===== config.mk =====
export PLATFORM = sky130hd
export DESIGN_NAME = sync_frame_receiver_unit
export DESIGN_NICKNAME = d
export VERILOG_FILES = /design/src/rtl/sfr_pkg.sv /design/src/rtl/sfr_ctrl.sv /design/src/rtl/sfr_datapath.sv /design/src/rtl/sync_frame_receiver_unit.sv
export SDC_FILE = /design/constraint.sdc
export NUM_CORES = 1
export LEC_CHECK = 0
export BUFFER_PORTS_ARGS = -buffer_cell sky130_fd_sc_hd__buf_2
export CORE_UTILIZATION = 55
export DETAILED_ROUTE_END_ITERATION = 12
export GPL_ROUTABILITY_DRIVEN = 0
export MAX_ROUTING_LAYER = met4
export PLACE_DENSITY = 0.73
export SLEW_MARGIN = 20
export SYNTH_ARGS = -nofsm -noshare
export SYNTH_HDL_FRONTEND = slang
export SYNTH_SLANG_ARGS = --single-unit

===== constraint.sdc =====
create_clock -name i_clk -period 2.9 [get_ports i_clk]
set_input_delay 0.29 -clock i_clk [delete_from_list [all_inputs] [get_ports i_clk]]
set_output_delay 0.29 -clock i_clk [all_outputs]
set_load 0.01 [all_outputs]

===== src/rtl/sfr_pkg.sv =====
// ============================================================================
// sfr_pkg
// Shared constants and types for the framed byte receiver: header bytes,
// result status codes and the command/status bundles between the controller
// and the datapath.
// ============================================================================
package sfr_pkg;

    // Default largest payload of one frame.
    localparam int MAX_PAYLOAD_DEF = 32;

    // Header bytes that open a frame.
    localparam logic [7:0] HDR_FIRST  = 8'hAA;
    localparam logic [7:0] HDR_SECOND = 8'h55;

    // Result status codes.
    typedef logic [1:0] t_status;
    localparam t_status ST_BUSY     = 2'd0;
    localparam t_status ST_OK       = 2'd1;
    localparam t_status ST_OVERFLOW = 2'd2;
    localparam t_status ST_BADSUM   = 2'd3;

    // Commands from the controller to the datapath.
    typedef struct packed {
        logic    sum_hdr;        // Restart the checksum with the first header byte.
        logic    sum_add;        // Add the input byte to the checksum.
        logic    sum_clear;      // Clear the checksum.
        logic    cmd_load;       // Hold the command byte.
        logic    len_load;       // Hold the length byte and rewind the fill index.
        logic    fill_write;     // Store one payload byte and advance the fill index.
        logic    err_inc;        // Count a rejected frame.
        logic    valid_inc;      // Count an accepted frame.
        logic    out_load_stat;  // Load a status-only result into the output register.
        t_status stat_code;      // Status of that result.
        logic    ok_empty;       // That result reports a good empty frame.
        logic    emit_start;     // Rewind the emission index.
        logic    out_load_byte;  // Load one payload byte result.
        logic    emit_next;      // Advance the emission index.
    } t_sfr_cmd;

    // Status from the datapath to the controller.
    typedef struct packed {
        logic is_hdr1;    // Input byte is the first header byte.
        logic is_hdr2;    // Input byte is the second header byte.
        logic len_over;   // Input byte exceeds the largest payload.
        logic len_zero;   // Input byte is zero.
        logic held_zero;  // Held frame length is zero.
        logic fill_last;  // This payload byte completes the payload.
        logic sum_ok;     // Input byte equals the running checksum.
        logic out_free;   // Output register can take a new result this cycle.
        logic emit_last;  // Current emission index is the final payload byte.
    } t_sfr_stat;

endpackage : sfr_pkg


===== src/rtl/sfr_ctrl.sv =====
// ============================================================================
// sfr_ctrl
// Frame parser controller: walks the header, command, length, payload and
// checksum phases, then sequences the emission of a good frame's payload.
// ============================================================================
module sfr_ctrl (
    input  logic              i_clk,
    input  logic              i_rst_n,
    input  logic              i_in_valid,
    output logic              o_in_ready,
    input  sfr_pkg::t_sfr_stat i_stat,
    output sfr_pkg::t_sfr_cmd  o_cmd
);
    import sfr_pkg::*;

    typedef enum logic [7:0] {
        S_HUNT    = 8'b0000_0001,
        S_SECOND  = 8'b0000_0010,
        S_COMMAND = 8'b0000_0100,
        S_LENGTH  = 8'b0000_1000,
        S_PAYLOAD = 8'b0001_0000,
        S_CHECK   = 8'b0010_0000,
        S_FETCH   = 8'b0100_0000,
        S_EMIT    = 8'b1000_0000
    } t_state;

    t_state r_state;
    t_state n_state;
    logic   w_parse;
    logic   w_acc;

    assign w_parse    = (r_state != S_FETCH) && (r_state != S_EMIT);
    assign o_in_ready = w_parse && i_stat.out_free;
    assign w_acc      = i_in_valid && o_in_ready;

    always_comb begin
        n_state = r_state;
        o_cmd   = '0;
        if (w_acc) begin
            // Every accepted byte gives one status result unless it starts
            // the emission of a non-empty good frame.
            o_cmd.out_load_stat = 1'b1;
            o_cmd.stat_code     = ST_BUSY;
        end
        unique case (r_state)
            S_HUNT: begin
                if (w_acc && i_stat.is_hdr1) begin
                    o_cmd.sum_hdr = 1'b1;
                    n_state       = S_SECOND;
                end
            end
            S_SECOND: begin
                if (w_acc) begin
                    if (i_stat.is_hdr2) begin
                        o_cmd.sum_add = 1'b1;
                        n_state       = S_COMMAND;
                    end else if (i_stat.is_hdr1) begin
                        o_cmd.sum_hdr = 1'b1;
                        n_state       = S_SECOND;
                    end else begin
                        o_cmd.sum_clear = 1'b1;
                        n_state         = S_HUNT;
                    end
                end
            end
            S_COMMAND: begin
                if (w_acc) begin
                    o_cmd.cmd_load = 1'b1;
                    o_cmd.sum_add  = 1'b1;
                    n_state        = S_LENGTH;
                end
            end
            S_LENGTH: begin
                if (w_acc) begin
                    if (i_stat.len_over) begin
                        o_cmd.err_inc   = 1'b1;
                        o_cmd.stat_code = ST_OVERFLOW;
                        n_state         = S_HUNT;
                    end else begin
                        o_cmd.len_load = 1'b1;
                        o_cmd.sum_add  = 1'b1;
                        n_state        = i_stat.len_zero ? S_CHECK : S_PAYLOAD;
                    end
                end
            end
            S_PAYLOAD: begin
                if (w_acc) begin
                    o_cmd.fill_write = 1'b1;
                    o_cmd.sum_add    = 1'b1;
                    if (i_stat.fill_last) begin
                        n_state = S_CHECK;
                    end
                end
            end
            S_CHECK: begin
                if (w_acc) begin
                    n_state = S_HUNT;
                    if (!i_stat.sum_ok) begin
                        o_cmd.err_inc   = 1'b1;
                        o_cmd.stat_code = ST_BADSUM;
                    end else begin
                        o_cmd.valid_inc = 1'b1;
                        if (i_stat.held_zero) begin
                            o_cmd.stat_code = ST_OK;
                            o_cmd.ok_empty  = 1'b1;
                        end else begin
                            o_cmd.out_load_stat = 1'b0;
                            o_cmd.emit_start    = 1'b1;
                            n_state             = S_FETCH;
                        end
                    end
                end
            end
            S_FETCH: begin
                n_state = S_EMIT;
            end
            S_EMIT: begin
                if (i_stat.out_free) begin
                    o_cmd.out_load_byte = 1'b1;
                    if (i_stat.emit_last) begin
                        n_state = S_HUNT;
                    end else begin
                        o_cmd.emit_next = 1'b1;
                        n_state         = S_FETCH;
                    end
                end
            end
            default: begin
                n_state = S_HUNT;
            end
        endcase
    end

    always_ff @(posedge i_clk) begin
        if (!i_rst_n) begin
            r_state <= S_HUNT;
        end else begin
            r_state <= n_state;
        end
    end

endmodule : sfr_ctrl


===== src/rtl/sfr_datapath.sv =====
// ============================================================================
// sfr_datapath
// Frame receiver datapath: checksum, held command and length, payload memory,
// frame counters and the output result register.
// ============================================================================
module sfr_datapath #(
    parameter int MAX_PAYLOAD = sfr_pkg::MAX_PAYLOAD_DEF
) (
    input  logic               i_clk,
    input  logic               i_rst_n,
    input  logic [7:0]         i_rx_byte,
    input  logic               i_out_ready,
    input  sfr_pkg::t_sfr_cmd  i_cmd,
    output sfr_pkg::t_sfr_stat o_stat,
    output logic               o_out_valid,
    output logic [63:0]        o_out_data,
    output logic [2:0]         o_out_user,
    output logic               o_out_last
);
    import sfr_pkg::*;

    localparam int AW = (MAX_PAYLOAD > 1) ? $clog2(MAX_PAYLOAD) : 1;

    logic [7:0]  r_sum;
    logic [7:0]  r_cmd;
    logic [6:0]  r_len;
    logic [6:0]  r_fill;
    logic [5:0]  r_emit_idx;
    logic [15:0] r_err_cnt;
    logic [15:0] r_vld_cnt;
    logic [15:0] n_err_cnt;
    logic [15:0] n_vld_cnt;
    logic [7:0]  r_mem [MAX_PAYLOAD];
    logic [7:0]  r_rd_data;

    logic        r_out_valid;
    t_status     r_out_status;
    logic [7:0]  r_out_cmd;
    logic [6:0]  r_out_len;
    logic        r_out_has;
    logic [7:0]  r_out_byte;
    logic [5:0]  r_out_idx;
    logic        r_out_last;
    logic [15:0] r_out_err;
    logic [15:0] r_out_vld;

    logic [6:0]  w_fill_inc;
    logic [6:0]  w_emit_inc;

    assign w_fill_inc = r_fill + 7'd1;
    assign w_emit_inc = {1'b0, r_emit_idx} + 7'd1;
    assign n_err_cnt  = i_cmd.err_inc   ? r_err_cnt + 16'd1 : r_err_cnt;
    assign n_vld_cnt  = i_cmd.valid_inc ? r_vld_cnt + 16'd1 : r_vld_cnt;

    always_comb begin
        o_stat           = '0;
        o_stat.is_hdr1   = (i_rx_byte == HDR_FIRST);
        o_stat.is_hdr2   = (i_rx_byte == HDR_SECOND);
        o_stat.len_over  = (i_rx_byte > 8'(MAX_PAYLOAD));
        o_stat.len_zero  = (i_rx_byte == 8'd0);
        o_stat.held_zero = (r_len == 7'd0);
        o_stat.fill_last = (w_fill_inc >= r_len);
        o_stat.sum_ok    = (i_rx_byte == r_sum);
        o_stat.out_free  = !r_out_valid || i_out_ready;
        o_stat.emit_last = (w_emit_inc == r_len);
    end

    // Parser state and frame counters.
    always_ff @(posedge i_clk) begin
        if (!i_rst_n) begin
            r_sum      <= '0;
            r_cmd      <= '0;
            r_len      <= '0;
            r_fill     <= '0;
            r_emit_idx <= '0;
            r_err_cnt  <= '0;
            r_vld_cnt  <= '0;
        end else begin
            if (i_cmd.sum_hdr) begin
                r_sum <= HDR_FIRST;
            end else if (i_cmd.sum_add) begin
                r_sum <= r_sum + i_rx_byte;
            end else if (i_cmd.sum_clear) begin
                r_sum <= '0;
            end
            if (i_cmd.cmd_load) begin
                r_cmd <= i_rx_byte;
            end
            if (i_cmd.len_load) begin
                r_len  <= i_rx_byte[6:0];
                r_fill <= '0;
            end else if (i_cmd.fill_write) begin
                r_fill <= w_fill_inc;
            end
            if (i_cmd.emit_start) begin
                r_emit_idx <= '0;
            end else if (i_cmd.emit_next) begin
                r_emit_idx <= w_emit_inc[5:0];
            end
            r_err_cnt <= n_err_cnt;
            r_vld_cnt <= n_vld_cnt;
        end
    end

    // Payload memory: one write port, one registered read port.
    always_ff @(posedge i_clk) begin
        if (i_cmd.fill_write && (r_fill < 7'(MAX_PAYLOAD))) begin
            r_mem[r_fill[AW-1:0]] <= i_rx_byte;
        end
        r_rd_data <= r_mem[r_emit_idx[AW-1:0]];
    end

    // Output result register.
    always_ff @(posedge i_clk) begin
        if (!i_rst_n) begin
            r_out_valid <= 1'b0;
        end else if (i_cmd.out_load_stat || i_cmd.out_load_byte) begin
            r_out_valid <= 1'b1;
        end else if (i_out_ready) begin
            r_out_valid <= 1'b0;
        end
    end

    always_ff @(posedge i_clk) begin
        if (i_cmd.out_load_stat) begin
            r_out_status <= i_cmd.stat_code;
            r_out_cmd    <= i_cmd.ok_empty ? r_cmd : 8'd0;
            r_out_len    <= '0;
            r_out_has    <= 1'b0;
            r_out_byte   <= '0;
            r_out_idx    <= '0;
            r_out_last   <= 1'b1;
            r_out_err    <= n_err_cnt;
            r_out_vld    <= n_vld_cnt;
        end else if (i_cmd.out_load_byte) begin
            r_out_status <= ST_OK;
            r_out_cmd    <= r_cmd;
            r_out_len    <= r_len;
            r_out_has    <= 1'b1;
            r_out_byte   <= r_rd_data;
            r_out_idx    <= r_emit_idx;
            r_out_last   <= o_stat.emit_last;
            r_out_err    <= n_err_cnt;
            r_out_vld    <= n_vld_cnt;
        end
    end

    assign o_out_valid = r_out_valid;
    assign o_out_data  = {3'b000, r_out_vld, r_out_err, r_out_idx, r_out_byte,
                          r_out_len, r_out_cmd};
    assign o_out_user  = {r_out_has, r_out_status};
    assign o_out_last  = r_out_last;

endmodule : sfr_datapath


===== src/rtl/sync_frame_receiver_unit.sv =====
// Results: an accepted byte's status result is loaded into the output register; for a good
// frame, the FETCH state reads the payload buffer and EMIT loads each payload result.
// Throughput: one byte per cycle while parsing and no result is stalled; a good frame then
// holds the input for a buffer read and an output load per payload byte, plus result stalls.
// Reset: i_rst_n is synchronous and active low; it clears the parser, the counters
// and the output valid flag, while the payload buffer keeps its contents.
// ============================================================================
// sync_frame_receiver_unit
// Receiver for AA 55 framed commands with an additive mod-256 checksum. Each
// accepted byte gives one status result; a good non-empty frame is instead
// reported as a run of payload results closed by tlast.
// ============================================================================
module sync_frame_receiver_unit #(
    parameter int MAX_PAYLOAD = sfr_pkg::MAX_PAYLOAD_DEF
) (
    input  logic        i_clk,
    input  logic        i_rst_n,
    // Byte stream in.
    input  logic        s_axis_tvalid,
    output logic        s_axis_tready,
    input  logic [7:0]  s_axis_tdata,   // [7:0] rx_byte
    // Results out.
    output logic        m_axis_tvalid,
    input  logic        m_axis_tready,
    // [7:0] frame_command, [14:8] frame_length, [22:15] payload_byte,
    // [28:23] payload_index, [44:29] error_count, [60:45] valid_count,
    // [63:61] zero.
    output logic [63:0] m_axis_tdata,
    output logic [2:0]  m_axis_tuser,   // [1:0] status, [2] has_byte
    output logic        m_axis_tlast    // last
);
    import sfr_pkg::*;

    // The controller owns the frame phases and the emission sequence; the
    // datapath holds everything that carries data, including the output
    // register that decouples the two sides of the block.
    t_sfr_cmd  w_cmd;
    t_sfr_stat w_stat;

    sfr_ctrl u_ctrl (
        .i_clk      (i_clk),
        .i_rst_n    (i_rst_n),
        .i_in_valid (s_axis_tvalid),
        .o_in_ready (s_axis_tready),
        .i_stat     (w_stat),
        .o_cmd      (w_cmd)
    );

    sfr_datapath #(
        .MAX_PAYLOAD (MAX_PAYLOAD)
    ) u_datapath (
        .i_clk       (i_clk),
        .i_rst_n     (i_rst_n),
        .i_rx_byte   (s_axis_tdata),
        .i_out_ready (m_axis_tready),
        .i_cmd       (w_cmd),
        .o_stat      (w_stat),
        .o_out_valid (m_axis_tvalid),
        .o_out_data  (m_axis_tdata),
        .o_out_user  (m_axis_tuser),
        .o_out_last  (m_axis_tlast)
    );

`ifndef SYNTHESIS
    // A stalled result must block the intake, or a status result would be lost.
    a_stall_blocks_input: assert property (@(posedge i_clk) disable iff (!i_rst_n)
        (m_axis_tvalid && !m_axis_tready) |-> !s_axis_tready)
        else $error("input request taken while a result is stalled");

    // Every accepted frame produces either an empty-frame result or an emission.
    a_valid_reported: assert property (@(posedge i_clk) disable iff (!i_rst_n)
        w_cmd.valid_inc |-> (w_cmd.out_load_stat || w_cmd.emit_start))
        else $error("accepted frame without a result");

    // Only payload results may leave tlast low.
    a_nonlast_has_byte: assert property (@(posedge i_clk) disable iff (!i_rst_n)
        (m_axis_tvalid && !m_axis_tlast) |-> m_axis_tuser[2])
        else $error("non-final result without payload");

    // A frame is never counted as both rejected and accepted.
    a_count_exclusive: assert property (@(posedge i_clk) disable iff (!i_rst_n)
        !(w_cmd.err_inc && w_cmd.valid_inc))
        else $error("frame counted as both rejected and accepted");
`endif

endmodule : sync_frame_receiver_unit


-- Word-level counts from Yosys, hierarchy flattened
Memory sizes are Yosys's and may differ from the RTL's. A register that Yosys moved wholly into a read port is not among the register bits.
Index checks and enable logic that the tools add are counted.
- $lt $le $gt $ge: 3
- add/sub/neg operators: 5
- reduce and logical (&&, ||, !) cells: 19
- muxes and demuxes: 70
- bitwise operators: 1
- equality and inequality tests: 22
- operators with widths (kind ; count):
    2-to-1 mux 8 bit ; 16
    2-to-1 mux 16 bit ; 6
    one-hot mux 8 bit (8 select lines) ; 1
    adder 16 x 1 -> 16 bit, second input constant ; 2
    2-to-1 mux 2 bit ; 12
    2-to-1 mux 1 bit ; 23
    2-to-1 mux 7 bit ; 3
    == test 8 x 7 -> 1 bit, second input constant ; 2
    == test 8 bit, second input constant ; 2
    inequality test 2 x 1 -> 1 bit, second input constant ; 8
    2-to-1 mux 3 bit ; 4
    adder 8 bit ; 1
    == test 8 x 1 -> 1 bit, second input constant ; 1
    == test 8 x 2 -> 1 bit, second input constant ; 1
    == test 8 x 3 -> 1 bit, second input constant ; 1
    == test 8 x 4 -> 1 bit, second input constant ; 1
    == test 8 x 5 -> 1 bit, second input constant ; 1
    == test 8 x 6 -> 1 bit, second input constant ; 1
    == test 8 bit ; 1
    > comparator 8 x 6 -> 1 bit, second input constant ; 1
    logical NOT 8 bit ; 1
    inequality test 8 x 7 -> 1 bit, second input constant ; 1
    inequality test 8 bit, second input constant ; 1
    AND reduction 8 bit ; 1
    other kinds (17) ; 28
- bits in writable memories: 256
- register bits after elaboration: 142
- output and inout bits: 70
- memories kept: 1
- input bits: 12
- word-level logic and storage cells: 140
- memory list (memory ; words ; width ; rd ports ; clocked after memory_dff ; wr ports ; RTL line ; text):
    u_datapath.r_mem ; 32 ; 8 ; 1 ; 1 ; 1 ; sfr_datapath.sv:33 ; logic [7:0] r_mem [MAX_PAYLOAD];

-- Depth between registers and ports, before layout
- depth after elaboration: 12
- depth in mapped cells: 11
- mapped depth without buffers: 10

-- By module
From an unflattened synthesis, not the netlist that was laid out.
- cells, all modules: 1088
- area, all modules: 16744.8 µm²
- modules (own cells, without submodules) (module ; seq. area each (µm²) ; cells an instance ; area each (µm²) ; instances):
    sfr_datapath ; 10950.5 ; 978 ; 15905.3 ; 1
    sfr_ctrl ; 160.2 ; 110 ; 839.6 ; 1

-- Worst setup path after synthesis
OpenSTA, ideal clock, no wires.
- path kind: register to register
- start point: register u_datapath.r_fill[4]
- end point: register u_ctrl.r_state[5]
- period minus slack after synthesis: 2.654 ns
- data arrival time: 2.540 ns
- library setup time: 0.115 ns
- slack: 0.246 ns
- cell stages (with the launch flop): 12
- buffers on the path: 1
- required time: 2.785 ns
- path through: dfxtp_1 > clkbuf_1 > nand3_1 > inv_1 > nand3_1 > xnor2_1 > ha_1 > and3_1 > a311o_1 > o31a_1 > o211a_1 > o21a_1
- longest elaborated chain between the ends: 4
- RTL lines (element ; RTL line ; text):
    start, declared ; sfr_datapath.sv:27 ; logic [6:0] r_fill;
    start signal, assigned ; sfr_datapath.sv:93 ; r_fill <= w_fill_inc;
    adder 7 x 1 -> 7 bit ; sfr_datapath.sv:50 ; assign w_fill_inc = r_fill + 7'd1;
    named net u_datapath.w_fill_inc[6] ; sfr_datapath.sv:47 ; logic [6:0] w_fill_inc;
    greater-or-equal comparator 7 bit ; sfr_datapath.sv:62 ; o_stat.fill_last = (w_fill_inc >= r_len);
    inequality test 2 x 1 -> 1 bit (no source line) ; -- ;
    AND reduction 8 bit (no source line) ; -- ;
    end signal, assigned ; sfr_ctrl.sv:138 ; r_state <= n_state;
    end, declared ; sfr_ctrl.sv:27 ; t_state r_state;
The timed path passes the listed nets, and every way through them passes these cells.
A chain may end at the register's enable or synchronous reset.

-- Worst setup path in the final report
- start point: register u_datapath.r_fill[0]
- end point: register u_ctrl.r_state[5]
The elaborated chain is that of the path after synthesis.

==> impl_metrics.csv <==
group,metric,value,unit
job,drv_cap,0,
worst_hold_path,min_from,"s_axis_tvalid",
global_route,grt_usage,0.262,
synthesis,yosys_warnings,0,
synthesis,yosysTopAreaCell,"edfxtp_1",
timing,setup_violations,0,
worst_setup_path,end_kind,"flop",
timing,fmax,0.367,GHz
global_route,grt_pass1_wl,58800,microns
clock_network,cts_resized,0,
clock_network,cts.sinks,406,
synthesis,ys_seq_area_frac,0.658,
power_and_ir_drop,clkPwrFrac,0.453,
global_route,grt_overflow_total,0,
clock_network,cts.path.max_buffers,3,
synthesis,synth_seq_cells,406,
synthesis,async_reset_ff_frac,0,
die,fp.dieH,177,microns
synthesis,ys.flop_type,"edfxtp_1",
clock_network,ctsHoldBuffers,0,
route,dr.pass1.iters,8,
synthesis,synth_edf_count,298,
cells_and_area,mostFrequentLayoutCell,"edfxtp_1",
worst_hold_path,min_path_type,"in2reg",
worst_setup_path,r2r_cells,9,
power_and_ir_drop,ir_drop,0.000350,V
worst_setup_path,reg2reg_to,"u_ctrl.r_state[5]",
cells_and_area,area_growth,16.1,%
die,ios,82,
global_route,grt_max_degree,44,
worst_setup_path,crit_type,"reg2reg",
route,wl_per_cell,22.9,microns
route,wirelength,38800,microns
die,start_util,0.565,
cells_and_area,layout.nets,1309,
timing,finalCriticalPeriod,2.72,ns
global_route,grt_pass1_vias,9868,
placement,io_buffer_count,78,
clock_network,clk_latency,0.53,ns
worst_setup_path,rr_startpoint,"u_datapath.r_fill[0]",
power_and_ir_drop,sw_frac_of_total,0.199,
synthesis,synth_top_cell_area_share,0.530,
timing,rsz0062_at_grt,"false",
route,vias_per_cell,5.99,
route,postRouteAntennaNets,0,
synthesis,ys_top_cells_by_area,"edfxtp_1, dfxtp_1, mux4_2",
route,drtIter0Drc,982,
clock_network,cts_root_buf,"clkbuf_16",
die,die_w,177,microns
timing,maxSlewViolCount,0,
worst_setup_path,cp.required,3.31,ns
timing,clock_skew,0.0189,ns
global_route,antenna_found_initial,0,
power_and_ir_drop,intPower,9550,uW
timing,finalSetupTns,0,ns
worst_setup_path,start_kind,"flop",
worst_setup_path,path_max_fanout,6,
clock_network,cts_buffers,42,
worst_hold_path,hold_end,"u_datapath.r_fill[2]",
clock_network,post-cts-setup-buffers,0,
route,vias,10163,
power_and_ir_drop,p_seq_frac,0.525,
cells_and_area,antenna_cells,0,
power_and_ir_drop,p_per_area,609,mW/mm^2
synthesis,netlist_area,0.0169,sq mm
route,drcViolationCount,0,
clock_network,cts-htree-levels,2,
die,coreArea,0.0299,sq mm
power_and_ir_drop,p_total,11900,uW
power_and_ir_drop,cellLeakagePower,0.00685,uW
power_and_ir_drop,p_sw,2380,uW
die,die_area,0.0314,sq mm
clock_network,path_clk_slew,0.06,ns
cells_and_area,drive_gt1_frac,0.272,
placement,dpl_worst_slack,0.148,ns
cells_and_area,mostFrequentLayoutCells,"edfxtp_1, dfxtp_1, nand2_1",
worst_hold_path,min_path_cells,4,
timing,hold_viol_final,0,
synthesis,postSynthAreaPerCell,15.1,sq um
power_and_ir_drop,combPwrFrac,0.022,
timing,fin_ws,0.178,ns
timing,worst_pin_slew,0.908,ns
status,outcome,"finished, final reports clean",
worst_setup_path,rrSetupSlack,0.18,ns
placement,dp_hpwl,25200,microns
clock_network,cts_tree,"built",
worst_setup_path,arrival,3.14,ns
synthesis,ys_types,75,
timing,slew-limit-headroom,0.394,
die,fp-row-count,63,
timing,period_share,0.939,
synthesis,syn_inst,1121,
==> power groups by stage <==
stage                     clock [uW]  combinational [uW]  sequential (uW)
final                           5410                 261             6260
after global placement             0                 254             6380
after global routing            5690                 282             6260
after detailed placement           0                 259             6380
after CTS                       5460                 260             6260
after floorplan                    0                78.4             6400
==> critical path, cell delays in order (launching register included) <==
cell and delay [ns]:
dfxtp_1 0.43, ha_1 0.31, nand3_1 0.15, xnor2_1 0.20, ha_1 0.26, and3_1 0.17, a311o_1 0.38, o31a_1 0.34
o211a_1 0.23, o21a_1 0.16
==> state kept, by name, summed over array words and instances (netlist names), 8 cells and up <==
name / cells
u_datapath.r_out_vld: 16
u_datapath.r_sum: 8
u_datapath.r_out_err: 16
u_datapath.r_err_cnt: 16
u_datapath.r_out_byte: 8
u_datapath.r_cmd: 8
u_datapath.r_out_cmd: 8
u_datapath.r_mem: 256
u_ctrl.r_state: 8
u_datapath.r_rd_data: 8
u_datapath.r_vld_cnt: 16
==> worst max-delay path by stage <==
stage                               from                        to  slack, ns  cells past startpoint
floorplan           u_datapath.r_fill[4]         u_ctrl.r_state[5]       0.25                     11
global placement         s_axis_tdata[2]  u_datapath.r_vld_cnt[15]       0.19                      8
detailed placement       s_axis_tdata[2]  u_datapath.r_vld_cnt[15]       0.15                      8
CTS                 u_datapath.r_fill[0]         u_ctrl.r_state[5]       0.21                      9
global route        u_datapath.r_fill[0]         u_ctrl.r_state[5]       0.06                      9
finish              u_datapath.r_fill[0]         u_ctrl.r_state[5]       0.18                      9
==> cell usage after synthesis, types with 15 or more instances <==
cell type  count
xnor2_1       29
dfxtp_1      108
nand3_1       29
and2_1        39
edfxtp_1     298
ha_1          21
clkbuf_1      35
nand4_1       15
xor2_1        30
a21oi_1       48
nor2_1        79
o21ai_0       23
nand2_1       89
mux4_2        80
inv_1         21
==> through the flow <==
stage / utilization / hold slack (ns) / cells / area [sq um]
global placement: 0.609 / 0.423 / 1621 / 18200
CTS: 0.656 / 0.120 / 1697 / 19600
floorplan: - / 0.389 / 1123 / 16900
finish: 0.656 / 0.132 / 1697 / 19600
global route: 0.656 / 0.168 / 1697 / 19600
detailed placement: 0.609 / 0.436 / 1621 / 18200
==> cells by family (layout without fill, tap and decap cells) <==
family          after synthesis  after routing  share of synthesized area
buf+inv                      80            264                     0.0211
flops                       406            406                      0.658
simple gates                329            329                      0.103
other cells                   1              3                   0.000222
mux                         102            102                      0.121
xor+xnor                     60             60                     0.0316
compound gates              121            121                     0.0488
fa+ha+maj                    22             22                     0.0168
==> metal layers <==
metal,part of all wire,global-route usage
met1,0.43,0.365
met2,0.47,0.398
met4,0.026,0.0772
met3,0.075,0.0436
met5,0,-
==> final cells by class <==
| type | instances | area, sq um |
|---|---|---|
| Clock buffer | 59 | 1200 |
| Clock inverter | 17 | 193 |
| Fill cell | 2071 | 10300 |
| Inverter | 21 | 78.8 |
| Multi-Input combinational cell | 637 | 5420 |
| Sequential cell | 406 | 11100 |
| Tap cell | 390 | 488 |
| Timing Repair Buffer | 167 | 1100 |
No activity file was read; power rests on OpenSTA's default activity.
